$ cat config.mk
export PLATFORM = sky130hd
export DESIGN_NAME = nonpreemptive_job_scheduler_top
export DESIGN_NICKNAME = d
export VERILOG_FILES = /design/src/design/jsch_pkg.sv /design/src/design/jsch_rank.sv /design/src/design/jsch_ctrl.sv /design/src/design/nonpreemptive_job_scheduler_top.sv
export SDC_FILE = /design/constraint.sdc
export NUM_CORES = 2
export LEC_CHECK = 0
export BUFFER_PORTS_ARGS = -buffer_cell sky130_fd_sc_hd__buf_2
export CAP_MARGIN = 20
export CORE_MARGIN = 2
export CORE_UTILIZATION = 35
export CTS_CLUSTER_SIZE = 30
export DETAILED_ROUTE_END_ITERATION = 12
export GPL_TIMING_DRIVEN = 0
export PLACE_DENSITY = 0.6
export RECOVER_POWER = 100
export SLEW_MARGIN = 20
export SYNTH_ARGS = -nofsm -noshare
export SYNTH_HDL_FRONTEND = slang
export SYNTH_HIERARCHICAL = 1
export SYNTH_SLANG_ARGS = --single-unit
export TNS_END_PERCENT = 5
$ cat constraint.sdc
create_clock -name clk -period 10.3 [get_ports clk]
set_input_delay 1.03 -clock clk [delete_from_list [all_inputs] [get_ports clk]]
set_output_delay 1.03 -clock clk [all_outputs]
set_load 0.02 [all_outputs]
$ cat src/design/jsch_pkg.sv
// Shared types, codes and field widths of the job scheduler.
package jsch_pkg;

    localparam int QUEUE_DEPTH_DEF = 16;
    localparam int TIME_BITS_DEF   = 16;

    localparam int ID_W       = 8;
    localparam int FTIME_W    = 16;
    localparam int QCOUNT_W   = 5;
    localparam int POLICY_W   = 2;
    localparam int IN_DATA_W  = 40;
    localparam int OUT_DATA_W = 88;
    localparam int OUT_USER_W = 3;

    localparam logic [POLICY_W-1:0] POL_FCFS = 2'd0;
    localparam logic [POLICY_W-1:0] POL_SJF  = 2'd1;
    localparam logic [POLICY_W-1:0] POL_HRRN = 2'd2;

    localparam logic REQ_TICK    = 1'b0;
    localparam logic REQ_ARRIVAL = 1'b1;

    typedef enum logic [2:0] {
        ST_IDLE,
        ST_SCAN_RD,
        ST_SCAN_DAT,
        ST_SCAN_CMP,
        ST_DISPATCH,
        ST_SHIFT_RD,
        ST_SHIFT_WR,
        ST_DONE
    } state_t;

    typedef struct packed {
        logic                arrival_dropped;
        logic                finished_valid;
        logic [ID_W-1:0]     finished_id;
        logic [FTIME_W-1:0]  finished_turnaround;
        logic                started_valid;
        logic [ID_W-1:0]     started_id;
        logic [FTIME_W-1:0]  started_time;
        logic [FTIME_W-1:0]  planned_end;
        logic [FTIME_W-1:0]  time_now;
        logic [QCOUNT_W-1:0] queue_count;
    } res_t;

endpackage

$ cat src/design/jsch_rank.sv
// Compare unit: ranks one queue candidate against the current best entry.
module jsch_rank #(
    parameter int TIME_BITS = jsch_pkg::TIME_BITS_DEF
) (
    input  logic                          clk,
    input  logic                          load,
    input  logic [jsch_pkg::POLICY_W-1:0] policy,
    input  logic [TIME_BITS-1:0]          now,
    input  logic [TIME_BITS-1:0]          cand_arr,
    input  logic [TIME_BITS-1:0]          cand_svc,
    input  logic [TIME_BITS-1:0]          best_wait,
    input  logic [TIME_BITS-1:0]          best_svc,
    output logic [TIME_BITS-1:0]          cand_wait,
    output logic                          better
);

    logic [2*TIME_BITS-1:0] prod_cand_reg;
    logic [2*TIME_BITS-1:0] prod_best_reg;
    logic                   less_reg;

    assign cand_wait = now - cand_arr;

    // Response ratios are compared by cross-multiplication, so no divider.
    always_ff @(posedge clk)
    begin
        if (load)
        begin
            prod_cand_reg <= cand_wait * best_svc;
            prod_best_reg <= best_wait * cand_svc;
            less_reg      <= cand_svc < best_svc;
        end
    end

    always_comb
    begin
        case (policy)
            jsch_pkg::POL_SJF:  better = less_reg;
            jsch_pkg::POL_HRRN: better = prod_cand_reg > prod_best_reg;
            default:            better = 1'b0;
        endcase
    end

endmodule

$ cat src/design/jsch_ctrl.sv
// Sequencer with the ready-queue memory, the runner state and the time counter.
module jsch_ctrl #(
    parameter int QUEUE_DEPTH = jsch_pkg::QUEUE_DEPTH_DEF,
    parameter int TIME_BITS   = jsch_pkg::TIME_BITS_DEF
) (
    input  logic                          clk,
    input  logic                          rst_n,
    input  logic [jsch_pkg::POLICY_W-1:0] policy,
    input  logic                          in_valid,
    output logic                          in_ready,
    input  logic                          in_type,
    input  logic [jsch_pkg::ID_W-1:0]     in_id,
    input  logic [jsch_pkg::FTIME_W-1:0]  in_arr,
    input  logic [jsch_pkg::FTIME_W-1:0]  in_svc,
    output logic                          res_valid,
    input  logic                          res_take,
    output jsch_pkg::res_t                res
);

    localparam int TW = TIME_BITS;
    localparam int AW = $clog2(QUEUE_DEPTH);
    localparam int CW = $clog2(QUEUE_DEPTH + 1);
    localparam int EW = jsch_pkg::ID_W + 2 * TW;

    jsch_pkg::state_t state_reg, state_next;

    logic [CW-1:0] count_reg;
    logic [TW-1:0] time_reg;
    logic          busy_reg;
    logic [jsch_pkg::ID_W-1:0] run_id_reg;
    logic [TW-1:0] run_end_reg;
    logic [TW-1:0] run_arr_reg;
    logic [AW-1:0] idx_reg;

    logic [TW-1:0] now_reg;
    logic [AW-1:0] best_idx_reg;
    logic [jsch_pkg::ID_W-1:0] best_id_reg;
    logic [TW-1:0] best_arr_reg;
    logic [TW-1:0] best_svc_reg;
    logic [TW-1:0] best_wait_reg;
    jsch_pkg::res_t res_reg;
    jsch_pkg::res_t res_next;

    logic [EW-1:0] queue_mem [QUEUE_DEPTH];
    logic [EW-1:0] rdata_reg;
    logic          rd_en;
    logic [AW-1:0] rd_addr;
    logic          wr_en;
    logic [AW-1:0] wr_addr;
    logic [EW-1:0] wr_data;

    logic [jsch_pkg::ID_W-1:0] cand_id;
    logic [TW-1:0] cand_arr;
    logic [TW-1:0] cand_svc;
    logic [TW-1:0] cand_wait;
    logic          better;

    logic          accept;
    logic          is_arrival;
    logic          room;
    logic          fin_hit;
    logic          busy_left;
    logic          want_pick;
    logic          ranked;
    logic [CW-1:0] scan_last;
    logic          scan_end;
    logic          take_cand;
    logic          shift_first;
    logic          shift_more;

    assign cand_id  = rdata_reg[jsch_pkg::ID_W-1:0];
    assign cand_arr = rdata_reg[jsch_pkg::ID_W +: TW];
    assign cand_svc = rdata_reg[jsch_pkg::ID_W + TW +: TW];

    assign accept      = in_ready && in_valid;
    assign is_arrival  = (in_type == jsch_pkg::REQ_ARRIVAL);
    assign room        = count_reg < CW'(QUEUE_DEPTH);
    assign fin_hit     = busy_reg && (run_end_reg == time_reg);
    assign busy_left   = busy_reg && !fin_hit;
    assign want_pick   = !busy_left && (count_reg != '0);
    assign ranked      = (policy == jsch_pkg::POL_SJF) || (policy == jsch_pkg::POL_HRRN);
    assign scan_last   = ranked ? (count_reg - CW'(1)) : '0;
    assign scan_end    = (CW'(idx_reg) == scan_last);
    assign take_cand   = (idx_reg == '0) || better;
    assign shift_first = (CW'(best_idx_reg) + CW'(1)) < count_reg;
    // The count has already dropped by one while the shift runs.
    assign shift_more  = (CW'(idx_reg) + CW'(1)) < count_reg;

    jsch_rank #(
        .TIME_BITS(TIME_BITS)
    ) u_rank (
        .clk      (clk),
        .load     (state_reg == jsch_pkg::ST_SCAN_DAT),
        .policy   (policy),
        .now      (now_reg),
        .cand_arr (cand_arr),
        .cand_svc (cand_svc),
        .best_wait(best_wait_reg),
        .best_svc (best_svc_reg),
        .cand_wait(cand_wait),
        .better   (better)
    );

    always_comb
    begin
        state_next = state_reg;
        unique case (state_reg)
            jsch_pkg::ST_IDLE:
            begin
                if (in_valid)
                begin
                    if (!is_arrival && want_pick)
                        state_next = jsch_pkg::ST_SCAN_RD;
                    else
                        state_next = jsch_pkg::ST_DONE;
                end
            end
            jsch_pkg::ST_SCAN_RD:  state_next = jsch_pkg::ST_SCAN_DAT;
            jsch_pkg::ST_SCAN_DAT: state_next = jsch_pkg::ST_SCAN_CMP;
            jsch_pkg::ST_SCAN_CMP:
                state_next = scan_end ? jsch_pkg::ST_DISPATCH : jsch_pkg::ST_SCAN_RD;
            jsch_pkg::ST_DISPATCH:
                state_next = shift_first ? jsch_pkg::ST_SHIFT_RD : jsch_pkg::ST_DONE;
            jsch_pkg::ST_SHIFT_RD: state_next = jsch_pkg::ST_SHIFT_WR;
            jsch_pkg::ST_SHIFT_WR:
                state_next = shift_more ? jsch_pkg::ST_SHIFT_RD : jsch_pkg::ST_DONE;
            jsch_pkg::ST_DONE:
            begin
                if (res_take)
                    state_next = jsch_pkg::ST_IDLE;
            end
            default: state_next = jsch_pkg::ST_IDLE;
        endcase
    end

    // The shift reads one entry ahead of the write, and an arrival is written
    // only while idle, so a read never meets a pending write to its entry.
    always_comb
    begin
        in_ready  = 1'b0;
        res_valid = 1'b0;
        rd_en     = 1'b0;
        rd_addr   = idx_reg;
        wr_en     = 1'b0;
        wr_addr   = idx_reg;
        wr_data   = rdata_reg;
        unique case (state_reg)
            jsch_pkg::ST_IDLE:
            begin
                in_ready = 1'b1;
                wr_en    = in_valid && is_arrival && room;
                wr_addr  = count_reg[AW-1:0];
                wr_data  = {TW'(in_svc), TW'(in_arr), in_id};
            end
            jsch_pkg::ST_SCAN_RD:
                rd_en = 1'b1;
            jsch_pkg::ST_SHIFT_RD:
            begin
                rd_en   = 1'b1;
                rd_addr = idx_reg + AW'(1);
            end
            jsch_pkg::ST_SHIFT_WR:
                wr_en = 1'b1;
            jsch_pkg::ST_DONE:
                res_valid = 1'b1;
            default: ;
        endcase
    end

    always_ff @(posedge clk)
    begin
        if (wr_en)
            queue_mem[wr_addr] <= wr_data;
        if (rd_en)
            rdata_reg <= queue_mem[rd_addr];
    end

    always_ff @(posedge clk or negedge rst_n)
    begin
        if (!rst_n)
        begin
            state_reg   <= jsch_pkg::ST_IDLE;
            count_reg   <= '0;
            time_reg    <= '0;
            busy_reg    <= 1'b0;
            run_id_reg  <= '0;
            run_end_reg <= '0;
            run_arr_reg <= '0;
            idx_reg     <= '0;
        end
        else
        begin
            state_reg <= state_next;
            if (accept)
            begin
                if (is_arrival)
                begin
                    if (room)
                        count_reg <= count_reg + CW'(1);
                end
                else
                begin
                    time_reg <= time_reg + TW'(1);
                    busy_reg <= busy_left;
                    idx_reg  <= '0;
                end
            end
            if (state_reg == jsch_pkg::ST_SCAN_CMP && !scan_end)
                idx_reg <= idx_reg + AW'(1);
            if (state_reg == jsch_pkg::ST_DISPATCH)
            begin
                busy_reg    <= 1'b1;
                run_id_reg  <= best_id_reg;
                run_arr_reg <= best_arr_reg;
                run_end_reg <= now_reg + best_svc_reg;
                count_reg   <= count_reg - CW'(1);
                idx_reg     <= best_idx_reg;
            end
            if (state_reg == jsch_pkg::ST_SHIFT_WR)
                idx_reg <= idx_reg + AW'(1);
        end
    end

    always_comb
    begin
        res_next = res_reg;
        if (accept)
        begin
            res_next                 = '0;
            res_next.arrival_dropped = is_arrival && !room;
            res_next.time_now        = jsch_pkg::FTIME_W'(time_reg);
            if (!is_arrival && fin_hit)
            begin
                res_next.finished_valid      = 1'b1;
                res_next.finished_id         = run_id_reg;
                res_next.finished_turnaround =
                    jsch_pkg::FTIME_W'(run_end_reg - run_arr_reg);
            end
        end
        if (state_reg == jsch_pkg::ST_DISPATCH)
        begin
            res_next.started_valid = 1'b1;
            res_next.started_id    = best_id_reg;
            res_next.started_time  = jsch_pkg::FTIME_W'(now_reg);
            res_next.planned_end   = jsch_pkg::FTIME_W'(now_reg + best_svc_reg);
        end
    end

    always_ff @(posedge clk)
    begin
        if (accept)
            now_reg <= time_reg;
        res_reg <= res_next;
        if (state_reg == jsch_pkg::ST_SCAN_CMP && take_cand)
        begin
            best_idx_reg  <= idx_reg;
            best_id_reg   <= cand_id;
            best_arr_reg  <= cand_arr;
            best_svc_reg  <= cand_svc;
            best_wait_reg <= cand_wait;
        end
    end

    always_comb
    begin
        res             = res_reg;
        res.queue_count = jsch_pkg::QCOUNT_W'(count_reg);
    end

endmodule

$ cat src/design/nonpreemptive_job_scheduler_top.sv
// Top level of the non-preemptive job scheduler: policy register, ports and result beat register.
//
// One input beat is handled at a time. An arrival beat, or a tick that dispatches nothing,
// goes straight from acceptance to its result beat. A tick that dispatches reads the ready
// queue memory one entry at a time through read, data and compare states into the single
// compare unit (every waiting entry under shortest job first and highest response ratio next,
// only the head entry under first come first served or any other policy code), passes the
// dispatch state, then closes the gap in the queue by moving each entry behind the picked one
// forward with a read and a write state. The result waits in its own register, so the next
// beat is accepted while the previous result is still held. The user must write the policy
// register over cfg_valid/cfg_ready only while the block is idle; the block does not enforce it.
module nonpreemptive_job_scheduler_top #(
    parameter int QUEUE_DEPTH = jsch_pkg::QUEUE_DEPTH_DEF,
    parameter int TIME_BITS   = jsch_pkg::TIME_BITS_DEF
) (
    input  logic                            clk,
    input  logic                            rst_n,
    input  logic                            cfg_valid,
    output logic                            cfg_ready,
    input  logic [jsch_pkg::POLICY_W-1:0]   cfg_data,
    input  logic                            s_axis_tvalid,
    output logic                            s_axis_tready,
    // job id, arrival time, service time
    input  logic [jsch_pkg::IN_DATA_W-1:0]  s_axis_tdata,
    // req_type
    input  logic                            s_axis_tuser,
    output logic                            m_axis_tvalid,
    input  logic                            m_axis_tready,
    // finished_id, finished_turnaround, started_id, started_time, planned_end,
    // time_now, queue_count, zero fill
    output logic [jsch_pkg::OUT_DATA_W-1:0] m_axis_tdata,
    // arrival_dropped, finished_valid, started_valid
    output logic [jsch_pkg::OUT_USER_W-1:0] m_axis_tuser
);

    logic [jsch_pkg::POLICY_W-1:0] policy_reg;
    logic                          out_valid_reg;
    jsch_pkg::res_t                out_reg;
    jsch_pkg::res_t                res;
    logic                          res_valid;
    logic                          res_take;

    assign cfg_ready = 1'b1;
    assign res_take  = !out_valid_reg || m_axis_tready;

    jsch_ctrl #(
        .QUEUE_DEPTH(QUEUE_DEPTH),
        .TIME_BITS  (TIME_BITS)
    ) u_ctrl (
        .clk      (clk),
        .rst_n    (rst_n),
        .policy   (policy_reg),
        .in_valid (s_axis_tvalid),
        .in_ready (s_axis_tready),
        .in_type  (s_axis_tuser),
        .in_id    (s_axis_tdata[7:0]),
        .in_arr   (s_axis_tdata[23:8]),
        .in_svc   (s_axis_tdata[39:24]),
        .res_valid(res_valid),
        .res_take (res_take),
        .res      (res)
    );

    always_ff @(posedge clk or negedge rst_n)
    begin
        if (!rst_n)
        begin
            policy_reg    <= jsch_pkg::POL_FCFS;
            out_valid_reg <= 1'b0;
        end
        else
        begin
            if (cfg_valid && cfg_ready)
                policy_reg <= cfg_data;
            if (res_valid && res_take)
                out_valid_reg <= 1'b1;
            else if (m_axis_tready)
                out_valid_reg <= 1'b0;
        end
    end

    always_ff @(posedge clk)
    begin
        if (res_valid && res_take)
            out_reg <= res;
    end

    assign m_axis_tvalid = out_valid_reg;
    assign m_axis_tdata  = {3'b000, out_reg.queue_count, out_reg.time_now,
                            out_reg.planned_end, out_reg.started_time, out_reg.started_id,
                            out_reg.finished_turnaround, out_reg.finished_id};
    assign m_axis_tuser  = {out_reg.started_valid, out_reg.finished_valid,
                            out_reg.arrival_dropped};

endmodule

==> results.md <==
* Vias/cell at 5.18
* Failing checks: capacitance limit, slew limit
* Worst path most repeated cell: fa_1
* Port bufs at 137
* Final Max Tran Viols at around 450
* Reg clk slew, reported paths at 60 ps
* Netlist Area Pre-Place at 59100 µm²
* Rows at 150
* Fillers at ~16000
* Clock sinks at 1048
* Die Span Y at roughly 410 µm
* Hold Crit Class: reg -> reg
* CP max FO at 10
* Commonest non-fill, non-tap cells in the layout: edfxtp_1, inv_1, nand2_1, fa_1, ha_1
* RePlAce Congestion at just under 0.9
* Max reg flops at 640
* Syn Inst Count at 4274
* Starting density of the core at 0.353
* CTS Buf Count at about 110
* Post-synth ARST share at 0.0687
* Setup CP Type: reg -> reg
* Post-CTS Setup Inserts at 0
* Iteration-0 DRC count of the detailed router at 3538
* CP startpoint kind: register
* Number of synthesized register bits at approximately 1000
* Final Hold Viols at 0
* DIE AREA at 172000 µm²
* Post-CTS resize count at 0
* Slew @ Worst Pin at 2930 ps
* Status: finished with violations
* Layout Nets at 5333
* Crit share post-route at 0.945
* Ys flop type: edfxtp_1
* Initial DRT Pass Iterations at 8
* Synth area leader: edfxtp_1
* Synth top area cells: edfxtp_1, fa_1, mux4_2
* Fin Setup TNS at 0 ps
* DP HPWL at 113000 µm
* Slowest cell on the critical path: xnor2_1
* Reg2reg path depth at 28
* Peak Freq at 103 MHz
* Number of global-route vias before repair at 36700
* RSZ-0062 raised after global routing: false
* CTS Hold Buffers Added at 0
* First-pass GRT wire length at ~230000 µm
* Htree depth at 3
* Pin count of the biggest net entering global routing at 55
* WL/cell at 22.6 µm
* DR DRC count at 0
* Worst Hold Depth at 0
* Tmin final at between 9000 and 10000 ps
* Clock root cell: clkbuf_16
* I/O pin cnt at 142
* YS warnings at 6
* Slew headroom at -0.953
* Skew final at 70.8 ps
* Width of the die at 415 µm
* Area growth from synthesis to layout at 12.4%
* Crit end category: register
* Initial antenna violation count at 8
* Worst-Skew Late Latency at approximately 740 ps
* Post-route ant nets at 0
* EDFF count, synth at around 980
* Post-synthesis cell type count at 88
* CP Data Arrival Time at 10190 ps
* Sequential fraction of the synthesis area at 0.526
* Final setup fails at 0
* Syn Area/Cell at 13.8 µm²
* Max-Cap Viols at 22
* Commonest non-fill, non-tap cell in the layout: edfxtp_1
* Overflow after GRT at 0
* CTS tree: built
* Tot GR Track Use at 0.181
* Yosys top cell area share at 0.495
* Via count at approximately 36000
* CP max stage delay at 800 ps
* Core box area at approximately 170000 µm²
* Clk buf depth at 3
* Share of layout cells above drive strength 1 at 0.104
* Hold_ws at 417 ps
* Drt total wl at 155000 µm
* WP data required at ~11000 ps
==> kinds of logic after synthesis <==
logic type,Yosys count,synth area share
AOI/OAI and AO/OA,418,0.0466
xor gates and xnor gates,138,0.0206
adders and majority gates,707,0.199
buffers and inverters,723,0.0475
DFF,1048,0.526
muxes,209,0.0779
other,2,0.000127
and+or+nand+nor,1029,0.0816
==> Yosys cell counts (all sizes together) (4+ instances only) <==
cell and count:
a2111oi 4, a211o 4, a211oi 10, a21boi 6, a21o 79, a21oi 119, a221oi 5, a22oi 4
a31oi 23, and2 193, and3 35, buf 51, clkbuf 115, dfrtp 72, edfxtp 975, fa 391
ha 316, inv 556, mux2 6, mux4 200, nand2 518, nand2b 12, nand3 31, nand4 28
nor2 114, nor2b 23, nor3 39, nor4 13, o211ai 8, o21a 21, o21ai 77, o21bai 15
o31ai 9, or2 5, or3 5, or4 5, xnor2 74, xor2 64
==> layer usage <==
metal  routed length, µm  vias to the layer above  GRT usage  part of all wire
met4                4400                        4     0.0550             0.028
met2               73600                     1337      0.293              0.47
met3               10500                      231     0.0302             0.068
met5                  25                        -          0           0.00016
li1                    -                    15600          -                 -
met1               66800                    18500      0.250              0.43
==> per-stage QoR <==
step                      std cells  instance area [µm²]  setup WS, ps   util
after floorplan                4276                59100          2600      -
after detailed placement       6672                63800           827  0.381
final                          6877                66400           568  0.397
after global routing           6876                66400           120  0.397
after CTS                      6874                67600           720  0.404
after global placement         6617                62500         -3.82  0.374
==> area by class of cell <==
cell class,count,area [µm²],share of cell area
Antenna cell,2,5.00,0.0000754
Buffer,166,699,0.0105
Clock buffer,126,2810,0.0423
Clock inverter,76,993,0.0150
Inverter,557,2090,0.0315
Multi-Input combinational cell,2505,25200,0.379
Sequential cell,1048,31100,0.468
Tap cell,2204,2760,0.0415
Timing Repair Buffer,193,797,0.0120
==> critical path: cells and delay by family (launching register included) <==
kind            cells  cell delay, ps
flops               1             570
buf+inv             5             700
fa+ha+maj           9            4100
simple gates        2             680
compound gates     10            2470
xor+xnor            2             910
==> final timing paths <==
check                      slack (ps)                               to           startpoint
setup reg to reg                  570  u_ctrl/u_rank/prod_cand_reg[31]  u_ctrl/rdata_reg[8]
min in group asynchronous         640                    policy_reg[1]                rst_n
max in group asynchronous        6200           u_ctrl/run_end_reg[14]                rst_n
hold reg to reg                   420                 m_axis_tdata[22]       u_ctrl/res[76]
setup / recovery                  570  u_ctrl/u_rank/prod_cand_reg[31]  u_ctrl/rdata_reg[8]
hold / removal                    420                 m_axis_tdata[22]       u_ctrl/res[76]
Power is left out: the tool's default activity adds up to more than one toggle a clock period on the data nets, which glitch-free logic cannot reach.
